===== config.mk =====
export PLATFORM = sky130hd
export DESIGN_NAME = document_record_parser_flat
export DESIGN_NICKNAME = d
export VERILOG_FILES = /design/src/hdl/drp_pkg.sv /design/src/hdl/drp_if.sv /design/src/hdl/document_record_parser.sv /design/src/hdl/drp_cfg.sv /design/src/hdl/drp_core.sv /design/src/flat_wrapper.sv
export SDC_FILE = /design/constraint.sdc
export NUM_CORES = 1
export LEC_CHECK = 0
export BUFFER_PORTS_ARGS = -buffer_cell sky130_fd_sc_hd__buf_2
export CAP_MARGIN = 40
export CORE_UTILIZATION = 53
export CTS_BUF_LIST = sky130_fd_sc_hd__clkbuf_16
export DETAILED_ROUTE_END_ITERATION = 10
export GPL_ROUTABILITY_DRIVEN = 0
export PLACE_DENSITY = 0.72
export SLEW_MARGIN = 30
export SYNTH_ARGS = -nofsm -noshare
export SYNTH_HDL_FRONTEND = slang
export SYNTH_SLANG_ARGS = --single-unit

===== constraint.sdc =====
create_clock -name clk -period 10.15 [get_ports clk]
set_clock_uncertainty 0.15 [all_clocks]
set_input_delay 2.03 -clock clk [delete_from_list [all_inputs] [get_ports clk]]
set_output_delay 2.03 -clock clk [all_outputs]
set_load 0.01 [all_outputs]

===== src/hdl/drp_pkg.sv =====
// Shared types, codes and helpers for the document record parser.
package drp_pkg;

    // Parse phases
    localparam logic [3:0] PH_ID        = 4'd0;
    localparam logic [3:0] PH_DIMS      = 4'd1;
    localparam logic [3:0] PH_FCOUNT    = 4'd2;
    localparam logic [3:0] PH_EMB       = 4'd3;
    localparam logic [3:0] PH_KEYLEN    = 4'd4;
    localparam logic [3:0] PH_KEYBYTES  = 4'd5;
    localparam logic [3:0] PH_TYPE      = 4'd6;
    localparam logic [3:0] PH_BOOL      = 4'd7;
    localparam logic [3:0] PH_INT       = 4'd8;
    localparam logic [3:0] PH_DBL       = 4'd9;
    localparam logic [3:0] PH_STRLEN    = 4'd10;
    localparam logic [3:0] PH_STRBYTES  = 4'd11;

    // Token kinds
    localparam logic [3:0] KIND_NONE     = 4'd0;
    localparam logic [3:0] KIND_ID       = 4'd1;
    localparam logic [3:0] KIND_DIMS     = 4'd2;
    localparam logic [3:0] KIND_FCOUNT   = 4'd3;
    localparam logic [3:0] KIND_EMB      = 4'd4;
    localparam logic [3:0] KIND_KEYLEN   = 4'd5;
    localparam logic [3:0] KIND_KEYBYTE  = 4'd6;
    localparam logic [3:0] KIND_TYPE     = 4'd7;
    localparam logic [3:0] KIND_BOOL     = 4'd8;
    localparam logic [3:0] KIND_INT      = 4'd9;
    localparam logic [3:0] KIND_DBL      = 4'd10;
    localparam logic [3:0] KIND_STRLEN   = 4'd11;
    localparam logic [3:0] KIND_STRBYTE  = 4'd12;

    // Parse status
    localparam logic [1:0] ST_BUSY      = 2'd0;
    localparam logic [1:0] ST_DONE      = 2'd1;
    localparam logic [1:0] ST_TRUNC     = 2'd2;
    localparam logic [1:0] ST_BADTYPE   = 2'd3;

    // Finished flags
    localparam logic [1:0] FLAG_DONE    = 2'b01;
    localparam logic [1:0] FLAG_ERR     = 2'b10;

    // Configuration register indexes
    localparam int unsigned CFG_IDX_W   = 3;
    localparam logic [CFG_IDX_W-1:0] CFG_NIL    = 3'd0;
    localparam logic [CFG_IDX_W-1:0] CFG_BOOL   = 3'd1;
    localparam logic [CFG_IDX_W-1:0] CFG_INT    = 3'd2;
    localparam logic [CFG_IDX_W-1:0] CFG_DOUBLE = 3'd3;
    localparam logic [CFG_IDX_W-1:0] CFG_STRING = 3'd4;

    typedef struct packed {
        logic [7:0] nil_code;
        logic [7:0] bool_code;
        logic [7:0] int_code;
        logic [7:0] double_code;
        logic [7:0] string_code;
    } type_codes_t;

    typedef struct packed {
        logic        emit;
        logic [3:0]  kind;
        logic [63:0] value;
        logic [15:0] field;
        logic [1:0]  status;
    } token_t;

    // Bytes per token for each phase
    function automatic logic [3:0] word_len(input logic [3:0] ph);
        logic [3:0] len;
        unique case (ph)
            PH_ID, PH_INT, PH_DBL:        len = 4'd8;
            PH_DIMS, PH_EMB:              len = 4'd4;
            PH_FCOUNT, PH_KEYLEN,
            PH_STRLEN:                    len = 4'd2;
            default:                      len = 4'd1;
        endcase
        return len;
    endfunction

endpackage


===== src/hdl/drp_if.sv =====
// Byte and token channel interfaces.
interface drp_byte_if;
    logic       valid;
    logic       ready;
    logic [7:0] data_byte;
    logic       end_of_buffer;

    modport source (output valid, output data_byte, output end_of_buffer, input ready);
    modport sink   (input valid, input data_byte, input end_of_buffer, output ready);
endinterface

interface drp_token_if;
    logic        valid;
    logic        ready;
    logic [3:0]  token_kind;
    logic [63:0] token_value;
    logic [15:0] field_number;
    logic [1:0]  parse_status;

    modport source (output valid, output token_kind, output token_value,
                    output field_number, output parse_status, input ready);
    modport sink   (input valid, input token_kind, input token_value,
                    input field_number, input parse_status, output ready);
endinterface


===== src/hdl/document_record_parser.sv =====
// Top level: input byte register, parser step, result register.
// A transferred byte waits in the input byte register; its token enters the result register when the parser steps.
// The parser takes one byte per cycle while the result register is free or drains.
// Input register and result register let a byte transfer while a token waits.
// Reset (rst_n, async, active low): parser to header id phase, empty registers,
// type codes to nil 0, bool 1, int 2, double 3, string 4.
module document_record_parser
(
    input  logic                            clk,
    input  logic                            rst_n,
    drp_byte_if.sink                        bytes,
    drp_token_if.source                     tokens,
    input  logic                            cfg_we,
    input  logic [drp_pkg::CFG_IDX_W-1:0]   cfg_index,
    input  logic [7:0]                      cfg_data
);

    drp_pkg::type_codes_t codes;
    drp_pkg::token_t      tok;

    // input byte register
    logic        in_vld_reg,  in_vld_next;
    logic [7:0]  byte_reg;
    logic        eob_reg;

    // result register
    logic            out_vld_reg, out_vld_next;
    drp_pkg::token_t res_reg;

    logic advance;
    logic in_take;

    // The parser steps whenever a byte is held and the result slot is free
    // or drains this cycle. Bytes with no token just retire.
    assign advance = in_vld_reg && (!out_vld_reg || tokens.ready);
    assign bytes.ready = !in_vld_reg || advance;
    assign in_take = bytes.valid && bytes.ready;

    always_comb
    begin
        in_vld_next = in_vld_reg;
        if (in_take)
            in_vld_next = 1'b1;
        else if (advance)
            in_vld_next = 1'b0;

        out_vld_next = out_vld_reg;
        if (advance)
            out_vld_next = tok.emit;
        else if (tokens.ready)
            out_vld_next = 1'b0;
    end

    always_ff @(posedge clk or negedge rst_n)
    begin
        if (!rst_n)
        begin
            in_vld_reg  <= 1'b0;
            out_vld_reg <= 1'b0;
        end
        else
        begin
            in_vld_reg  <= in_vld_next;
            out_vld_reg <= out_vld_next;
        end
    end

    // payload registers, no reset
    always_ff @(posedge clk)
    begin
        if (in_take)
        begin
            byte_reg <= bytes.data_byte;
            eob_reg  <= bytes.end_of_buffer;
        end
        if (advance && tok.emit)
        begin
            res_reg <= tok;
        end
    end

    drp_cfg u_cfg
    (
        .clk       (clk),
        .rst_n     (rst_n),
        .cfg_we    (cfg_we),
        .cfg_index (cfg_index),
        .cfg_data  (cfg_data),
        .codes     (codes)
    );

    drp_core u_core
    (
        .clk           (clk),
        .rst_n         (rst_n),
        .step          (advance),
        .data_byte     (byte_reg),
        .end_of_buffer (eob_reg),
        .codes         (codes),
        .tok           (tok)
    );

    assign tokens.valid        = out_vld_reg;
    assign tokens.token_kind   = res_reg.kind;
    assign tokens.token_value  = res_reg.value;
    assign tokens.field_number = res_reg.field;
    assign tokens.parse_status = res_reg.status;

endmodule


===== src/hdl/drp_cfg.sv =====
// Type code registers.
module drp_cfg
(
    input  logic                            clk,
    input  logic                            rst_n,
    input  logic                            cfg_we,
    input  logic [drp_pkg::CFG_IDX_W-1:0]   cfg_index,
    input  logic [7:0]                      cfg_data,
    output drp_pkg::type_codes_t            codes
);

    drp_pkg::type_codes_t codes_reg;
    drp_pkg::type_codes_t codes_next;

    always_comb
    begin
        codes_next = codes_reg;
        if (cfg_we)
        begin
            unique case (cfg_index)
                drp_pkg::CFG_NIL:    codes_next.nil_code    = cfg_data;
                drp_pkg::CFG_BOOL:   codes_next.bool_code   = cfg_data;
                drp_pkg::CFG_INT:    codes_next.int_code    = cfg_data;
                drp_pkg::CFG_DOUBLE: codes_next.double_code = cfg_data;
                drp_pkg::CFG_STRING: codes_next.string_code = cfg_data;
                default:             codes_next = codes_reg;
            endcase
        end
    end

    always_ff @(posedge clk or negedge rst_n)
    begin
        if (!rst_n)
        begin
            codes_reg.nil_code    <= 8'd0;
            codes_reg.bool_code   <= 8'd1;
            codes_reg.int_code    <= 8'd2;
            codes_reg.double_code <= 8'd3;
            codes_reg.string_code <= 8'd4;
        end
        else
        begin
            codes_reg <= codes_next;
        end
    end

    assign codes = codes_reg;

endmodule


===== src/hdl/drp_core.sv =====
// Parser state and per-byte step logic.
module drp_core
(
    input  logic                 clk,
    input  logic                 rst_n,
    input  logic                 step,
    input  logic [7:0]           data_byte,
    input  logic                 end_of_buffer,
    input  drp_pkg::type_codes_t codes,
    output drp_pkg::token_t      tok
);

    logic [3:0]  phase_reg,      phase_next;
    logic [2:0]  pos_reg,        pos_next;
    logic [63:0] acc_reg,        acc_next;
    logic [31:0] emb_left_reg,   emb_left_next;
    logic [15:0] fields_left_reg, fields_left_next;
    logic [15:0] seg_left_reg,   seg_left_next;
    logic [15:0] cur_field_reg,  cur_field_next;
    logic [1:0]  flags_reg,      flags_next;

    always_comb
    begin
        logic [3:0]  ph;
        logic [3:0]  len;
        logic [63:0] acc_new;
        logic [63:0] val;
        logic        emit;
        logic        do_field_end;
        logic        do_begin;
        logic [15:0] begin_count;

        phase_next       = phase_reg;
        pos_next         = pos_reg;
        acc_next         = acc_reg;
        emb_left_next    = emb_left_reg;
        fields_left_next = fields_left_reg;
        seg_left_next    = seg_left_reg;
        cur_field_next   = cur_field_reg;
        flags_next       = flags_reg;
        tok              = '0;
        ph               = (phase_reg > drp_pkg::PH_STRBYTES) ? drp_pkg::PH_ID : phase_reg;
        len              = drp_pkg::word_len(ph);
        acc_new          = acc_reg | ({56'd0, data_byte} << {pos_reg, 3'b000});
        val              = '0;
        emit             = 1'b0;
        do_field_end     = 1'b0;
        do_begin         = 1'b0;
        begin_count      = fields_left_reg;

        if (step && flags_reg == 2'b00)
        begin
            // byte assembly
            if (len > 4'd1)
            begin
                if (({1'b0, pos_reg} + 4'd1) < len)
                begin
                    pos_next = pos_reg + 3'd1;
                    acc_next = acc_new;
                end
                else
                begin
                    val      = acc_new;
                    acc_next = '0;
                    pos_next = '0;
                    emit     = 1'b1;
                end
            end
            else
            begin
                val  = {56'd0, data_byte};
                emit = 1'b1;
            end

            if (emit)
            begin
                if (ph >= drp_pkg::PH_KEYLEN)
                begin
                    tok.field = cur_field_reg;
                end
                unique case (ph)
                    drp_pkg::PH_ID:
                    begin
                        tok.kind   = drp_pkg::KIND_ID;
                        phase_next = drp_pkg::PH_DIMS;
                    end
                    drp_pkg::PH_DIMS:
                    begin
                        tok.kind      = drp_pkg::KIND_DIMS;
                        emb_left_next = val[31:0];
                        phase_next    = drp_pkg::PH_FCOUNT;
                    end
                    drp_pkg::PH_FCOUNT:
                    begin
                        tok.kind         = drp_pkg::KIND_FCOUNT;
                        fields_left_next = val[15:0];
                        cur_field_next   = '0;
                        if (emb_left_reg != 32'd0)
                        begin
                            phase_next = drp_pkg::PH_EMB;
                        end
                        else
                        begin
                            do_begin    = 1'b1;
                            begin_count = val[15:0];
                        end
                    end
                    drp_pkg::PH_EMB:
                    begin
                        tok.kind      = drp_pkg::KIND_EMB;
                        emb_left_next = emb_left_reg - 32'd1;
                        if (emb_left_reg == 32'd1)
                        begin
                            do_begin = 1'b1;
                        end
                    end
                    drp_pkg::PH_KEYLEN:
                    begin
                        tok.kind      = drp_pkg::KIND_KEYLEN;
                        seg_left_next = val[15:0];
                        phase_next    = (val[15:0] != 16'd0) ? drp_pkg::PH_KEYBYTES
                                                             : drp_pkg::PH_TYPE;
                    end
                    drp_pkg::PH_KEYBYTES:
                    begin
                        tok.kind      = drp_pkg::KIND_KEYBYTE;
                        seg_left_next = seg_left_reg - 16'd1;
                        if (seg_left_reg == 16'd1)
                        begin
                            phase_next = drp_pkg::PH_TYPE;
                        end
                    end
                    drp_pkg::PH_TYPE:
                    begin
                        tok.kind = drp_pkg::KIND_TYPE;
                        // first match wins when codes overlap
                        priority if (data_byte == codes.nil_code)
                            do_field_end = 1'b1;
                        else if (data_byte == codes.bool_code)
                            phase_next = drp_pkg::PH_BOOL;
                        else if (data_byte == codes.int_code)
                            phase_next = drp_pkg::PH_INT;
                        else if (data_byte == codes.double_code)
                            phase_next = drp_pkg::PH_DBL;
                        else if (data_byte == codes.string_code)
                            phase_next = drp_pkg::PH_STRLEN;
                        else
                            flags_next = drp_pkg::FLAG_ERR;
                    end
                    drp_pkg::PH_BOOL:
                    begin
                        tok.kind     = drp_pkg::KIND_BOOL;
                        val          = {63'd0, (data_byte != 8'd0)};
                        do_field_end = 1'b1;
                    end
                    drp_pkg::PH_INT:
                    begin
                        tok.kind     = drp_pkg::KIND_INT;
                        do_field_end = 1'b1;
                    end
                    drp_pkg::PH_DBL:
                    begin
                        tok.kind     = drp_pkg::KIND_DBL;
                        do_field_end = 1'b1;
                    end
                    drp_pkg::PH_STRLEN:
                    begin
                        tok.kind      = drp_pkg::KIND_STRLEN;
                        seg_left_next = val[15:0];
                        if (val[15:0] != 16'd0)
                            phase_next = drp_pkg::PH_STRBYTES;
                        else
                            do_field_end = 1'b1;
                    end
                    default:
                    begin
                        tok.kind      = drp_pkg::KIND_STRBYTE;
                        seg_left_next = seg_left_reg - 16'd1;
                        if (seg_left_reg == 16'd1)
                        begin
                            do_field_end = 1'b1;
                        end
                    end
                endcase

                if (do_field_end)
                begin
                    cur_field_next   = cur_field_reg + 16'd1;
                    fields_left_next = fields_left_reg - 16'd1;
                    begin_count      = fields_left_reg - 16'd1;
                    do_begin         = 1'b1;
                end
                if (do_begin)
                begin
                    if (begin_count == 16'd0)
                        flags_next = drp_pkg::FLAG_DONE;
                    else
                        phase_next = drp_pkg::PH_KEYLEN;
                end
                tok.value = val;
            end

            priority if (flags_next[1])
                tok.status = drp_pkg::ST_BADTYPE;
            else if (flags_next[0])
                tok.status = drp_pkg::ST_DONE;
            else
                tok.status = drp_pkg::ST_BUSY;

            if (end_of_buffer && tok.status == drp_pkg::ST_BUSY)
            begin
                tok.status = drp_pkg::ST_TRUNC;
            end
            tok.emit = emit | end_of_buffer;
        end

        // buffer end always restarts the parse
        if (step && end_of_buffer)
        begin
            phase_next       = drp_pkg::PH_ID;
            pos_next         = '0;
            acc_next         = '0;
            emb_left_next    = '0;
            fields_left_next = '0;
            seg_left_next    = '0;
            cur_field_next   = '0;
            flags_next       = '0;
        end
    end

    always_ff @(posedge clk or negedge rst_n)
    begin
        if (!rst_n)
        begin
            phase_reg       <= drp_pkg::PH_ID;
            pos_reg         <= '0;
            acc_reg         <= '0;
            emb_left_reg    <= '0;
            fields_left_reg <= '0;
            seg_left_reg    <= '0;
            cur_field_reg   <= '0;
            flags_reg       <= '0;
        end
        else
        begin
            phase_reg       <= phase_next;
            pos_reg         <= pos_next;
            acc_reg         <= acc_next;
            emb_left_reg    <= emb_left_next;
            fields_left_reg <= fields_left_next;
            seg_left_reg    <= seg_left_next;
            cur_field_reg   <= cur_field_next;
            flags_reg       <= flags_next;
        end
    end

    a_eob_restarts: assert property (@(posedge clk) disable iff (!rst_n)
        (step && end_of_buffer) |=> (phase_reg == drp_pkg::PH_ID && flags_reg == 2'b00
                                     && pos_reg == 3'd0))
        else $error("buffer end did not restart the parser");

    a_busy_has_kind: assert property (@(posedge clk) disable iff (!rst_n)
        (tok.emit && tok.status == drp_pkg::ST_BUSY) |-> (tok.kind != drp_pkg::KIND_NONE))
        else $error("in-progress result without a token");

    a_none_zero: assert property (@(posedge clk) disable iff (!rst_n)
        (tok.emit && tok.kind == drp_pkg::KIND_NONE) |-> (tok.value == 64'd0))
        else $error("empty token carries a value");

    a_header_no_field: assert property (@(posedge clk) disable iff (!rst_n)
        (tok.emit && tok.kind != drp_pkg::KIND_NONE && tok.kind < drp_pkg::KIND_KEYLEN)
        |-> (tok.field == 16'd0))
        else $error("header token tagged with a field number");

endmodule

===== src/flat_wrapper.sv =====
// flat-port wrapper written by rule: the top's interface ports become plain ports
module document_record_parser_flat 
  (clk, rst_n, cfg_we, cfg_index, cfg_data, bytes_valid, bytes_data_byte, bytes_end_of_buffer, bytes_ready, tokens_valid, tokens_token_kind, tokens_token_value, tokens_field_number, tokens_parse_status, tokens_ready);
  drp_byte_if bytes_i ();
  drp_token_if tokens_i ();
  input  logic clk;
  input  logic rst_n;
  input  logic cfg_we;
  input  logic [drp_pkg::CFG_IDX_W-1:0] cfg_index;
  input  logic [7:0] cfg_data;
  input wire logic [$bits(bytes_i.valid)-1:0] bytes_valid;
  input wire logic [$bits(bytes_i.data_byte)-1:0] bytes_data_byte;
  input wire logic [$bits(bytes_i.end_of_buffer)-1:0] bytes_end_of_buffer;
  output wire logic [$bits(bytes_i.ready)-1:0] bytes_ready;
  output wire logic [$bits(tokens_i.valid)-1:0] tokens_valid;
  output wire logic [$bits(tokens_i.token_kind)-1:0] tokens_token_kind;
  output wire logic [$bits(tokens_i.token_value)-1:0] tokens_token_value;
  output wire logic [$bits(tokens_i.field_number)-1:0] tokens_field_number;
  output wire logic [$bits(tokens_i.parse_status)-1:0] tokens_parse_status;
  input wire logic [$bits(tokens_i.ready)-1:0] tokens_ready;
  assign bytes_i.valid = bytes_valid;
  assign bytes_i.data_byte = bytes_data_byte;
  assign bytes_i.end_of_buffer = bytes_end_of_buffer;
  assign bytes_ready = bytes_i.ready;
  assign tokens_valid = tokens_i.valid;
  assign tokens_token_kind = tokens_i.token_kind;
  assign tokens_token_value = tokens_i.token_value;
  assign tokens_field_number = tokens_i.field_number;
  assign tokens_parse_status = tokens_i.parse_status;
  assign tokens_i.ready = tokens_ready;
  document_record_parser u_core (.clk(clk), .rst_n(rst_n), .bytes(bytes_i), .tokens(tokens_i), .cfg_we(cfg_we), .cfg_index(cfg_index), .cfg_data(cfg_data));
endmodule

==> results.yml <==
cells_and_area:
  finalNonFillerCells: 1952
  antenna_cells: 0
  final_area_mm2: 0.0165
  fin_nets: 1626
  drive_above_1_share_pct: 16.8
  finalCoreUtilization_pct: 61.6
  area_growth_pct: 14.1
  final_cell_mix: "243 x nor2_1, 190 x dfrtp_1, 172 x a21oi_1, 113 x buf_2, 106 x o21ai_0"
  layout_commonest_cell: "nor2_1"
grt:
  grt_pass1_wl_um: 61100
  track_usage_pct: 27.1
  top_usage_layer: "met2"
  grt_pass1_vias: 11400
  antenna_found_initial: 0
  overflow: 0
  grt_use_met3_pct: 3.62
  met1_usage_pct: 38.8
  grt_start_max_net_pins: 87
  use_met2_pct: 42.7
setup_path:
  path_cells: "ha_1, o21bai_1, nor2b_1, a21oi_1, ha_1, o21ai_0, a21oi_1, o21a_1, o211ai_1, buf_4, nor2_1, nand2_1, a21oi_1, o21ai_0, o21ai_0"
  cpMaxStageDelayCell: "nand2_1"
  setup.worst_path.end_class: "flop"
  r2r_start: "u_core.u_core.phase_reg[3]"
  path_class: "reg -> reg"
  rr_worst_depth: 15
  cp.arrival_ns: 5.36
  worstPathRequired_ns: 10.48
  crit_path_max_fanout: 25
  rr_endpoint: "u_core.u_core.emb_left_reg[7]"
  r2r_slack_ns: 5.12
  slowest_delay_ns: 0.69
  start_kind: "flop"
timing:
  hold_viol: 0
  worst_pin_slew_ns: 0.990
  drv_slew: 0
  post-route-period-util_pct: 49.6
  rsz0062_at_grt: "no"
  fin_tns_setup_ns: 0
  slew_headroom_pct: 34.0
  min_period_ns: 5.03
  fmax_mhz: 199
  setup_viol: 0
floorplan:
  die_y_um: 167
  die_w_um: 167
  dieArea_mm2: 0.0280
  coreArea_mm2: 0.0269
  placementRows: 60
  ios: 113
  start_util_pct: 54.0
power_and_ir_drop:
  total_power_mw: 4.11
  powerDensity_mw_per_mm2: 248
  p_leak_nw: 6.79
  ir_drop_v: 0.000181
hold_path:
  min_to: "u_core.u_core.acc_reg[19]"
  hp-class: "reg -> reg"
  holdPathStages: 2
  hold_start: "u_core.u_core.acc_reg[19]"
drt:
  first_pass_iters: 5
  routed_via_density: 6.15
  route.detailed.drc: 0
  vias: 12000
  avgRoutedWirePerCell_um: 19.4
  antenna_left: 0
  first_iter_violations: 1201
  drt-total-wl_um: 37800
clocking:
  cts_tree: "built"
  cts_setup_buffers: 0
  numCtsBuffers: 30
  cts_htree_levels: 1
  cts_root_buffer: "clkbuf_16"
  cts_sinks: 290
  cts_resized: 0
  cts.clk_slew.worst_paths_ns: 0.07
  clk_latency_ns: 0.59
  clk_path_buf_depth: 3
  hold_buffers: 0
synth:
  yosysWarnings: 0
  synthArstFlopShare_pct: 67.2
  synth_edf_count: 95
  netlist_area_mm2: 0.0145
  synth_nets: 1544
  synth-main-ff-cell: "dfrtp_1"
  synth_cell_types: 71
  ys_seq_area_share_pct: 53.3
  synth-seq-cells: 290
  syn_area_per_cell_um2: 9.64
  syn_inst: 1505
status:
  status: "complete, no violations"
placed_design:
  dp_cells: 1891
  placed_area_mm2: 0.0154
  dpl.hpwl_um: 24600
  port_buffers: 112
flow_run:
  max_cap_violations: 0
## where the power goes
| group | leakage (nW) | internal (mW) | total (mW) | switching, mW |
|---|---|---|---|---|
| clock network | 0.531 | 0.693 | 1.18 | 0.488 |
| logic | 2.72 | 0.429 | 1.33 | 0.905 |
| registers | 3.55 | 1.47 | 1.59 | 0.122 |
| total | 6.79 | 2.59 | 4.11 | 1.51 |
## cell usage after synthesis, types with 3 or more instances
cell	n	area [um2]
a211oi_1	9	67.6
a21boi_0	3	22.5
a21o_1	3	22.5
a21oi_1	172	861
a221oi_1	3	26.3
a22o_1	12	105
a22oi_1	13	97.6
a31oi_1	36	225
and2_0	3	18.8
and2_1	24	150
and3_1	20	125
buf_1	9	33.8
buf_2	7	35.0
clkbuf_1	81	304
dfrtp_1	190	4750
dfstp_2	5	131
edfxtp_1	95	2850
ha_1	14	175
inv_1	19	71.3
mux2_2	46	518
nand2_1	86	323
nand2b_1	6	37.5
nand3_1	24	120
nand3b_1	5	37.5
nand4_1	11	68.8
nor2_1	244	916
nor2b_1	9	56.3
nor3_1	57	285
nor3b_1	12	90.1
nor4_1	26	163
o211a_1	3	30.0
o211ai_1	4	30.0
o21a_1	4	30.0
o21ai_0	107	536
o21ai_1	4	20.0
o22ai_1	14	87.6
o2bb2ai_1	3	26.3
o32ai_1	3	26.3
or3_1	20	125
or4_1	6	45.0
xnor2_1	32	280
xor2_1	22	193
## through the flow
stage	hold WS (ns)	setup slack (ns)
after floorplan	0.301	4.88
after global placement	0.313	5.19
after detailed placement	0.323	5.09
after CTS	0.337	5.21
after global routing	0.367	4.73
final	0.331	5.12
## final cells by class
| class | count | area (um2) |
|---|---|---|
| clock inverter | 23 | 250 |
| fill | 2277 | 10300 |
| multi-input combinational | 1099 | 6370 |
| clock buffer | 33 | 826 |
| sequential | 290 | 7740 |
| tap | 341 | 427 |
| inverter | 19 | 71.3 |
| timing repair buffer | 147 | 861 |
## cells by family after synthesis
family | count (synthesis) | share of synthesized area, %
and+or+nand+nor | 572 | 19.0
AOI/OAI and AO/OA | 412 | 16.5
DFF | 290 | 53.3
buffers and inverters | 116 | 3.06
xor gates and xnor gates | 54 | 3.26
muxes | 47 | 3.64
adders and majority gates | 14 | 1.21
## worst max path at each step
stage	to	startpoint	depth (start not counted)
global route	u_core.u_core.emb_left_reg[7]	u_core.u_core.phase_reg[3]	15
global placement	u_core.u_core.seg_left_reg[9]	tokens_ready	9
CTS	u_core.u_core.emb_left_reg[7]	u_core.u_core.phase_reg[3]	15
detailed placement	u_core.u_core.emb_left_reg[7]	tokens_ready	10
floorplan	u_core.tokens.field_number[0]	tokens_ready	5
finish	u_core.u_core.emb_left_reg[7]	u_core.u_core.phase_reg[3]	15
## metal layers
| layer | wire, um | share of wire [%] |
|---|---|---|
| met4 | 1030 | 2.7 |
| met1 | 16600 | 44 |
| met5 | 0 | 0 |
| met2 | 17500 | 46 |
| met3 | 2590 | 6.9 |
## worst max-delay path: cells and delay by family, from the launching register on
kind	cells	cell delay [ns]
compound gates	9	1.78
simple gates	3	1.61
fa+ha+maj	2	0.67
flops	1	0.44
buf+inv	1	0.26
Power figures use the tool's default switching activity.
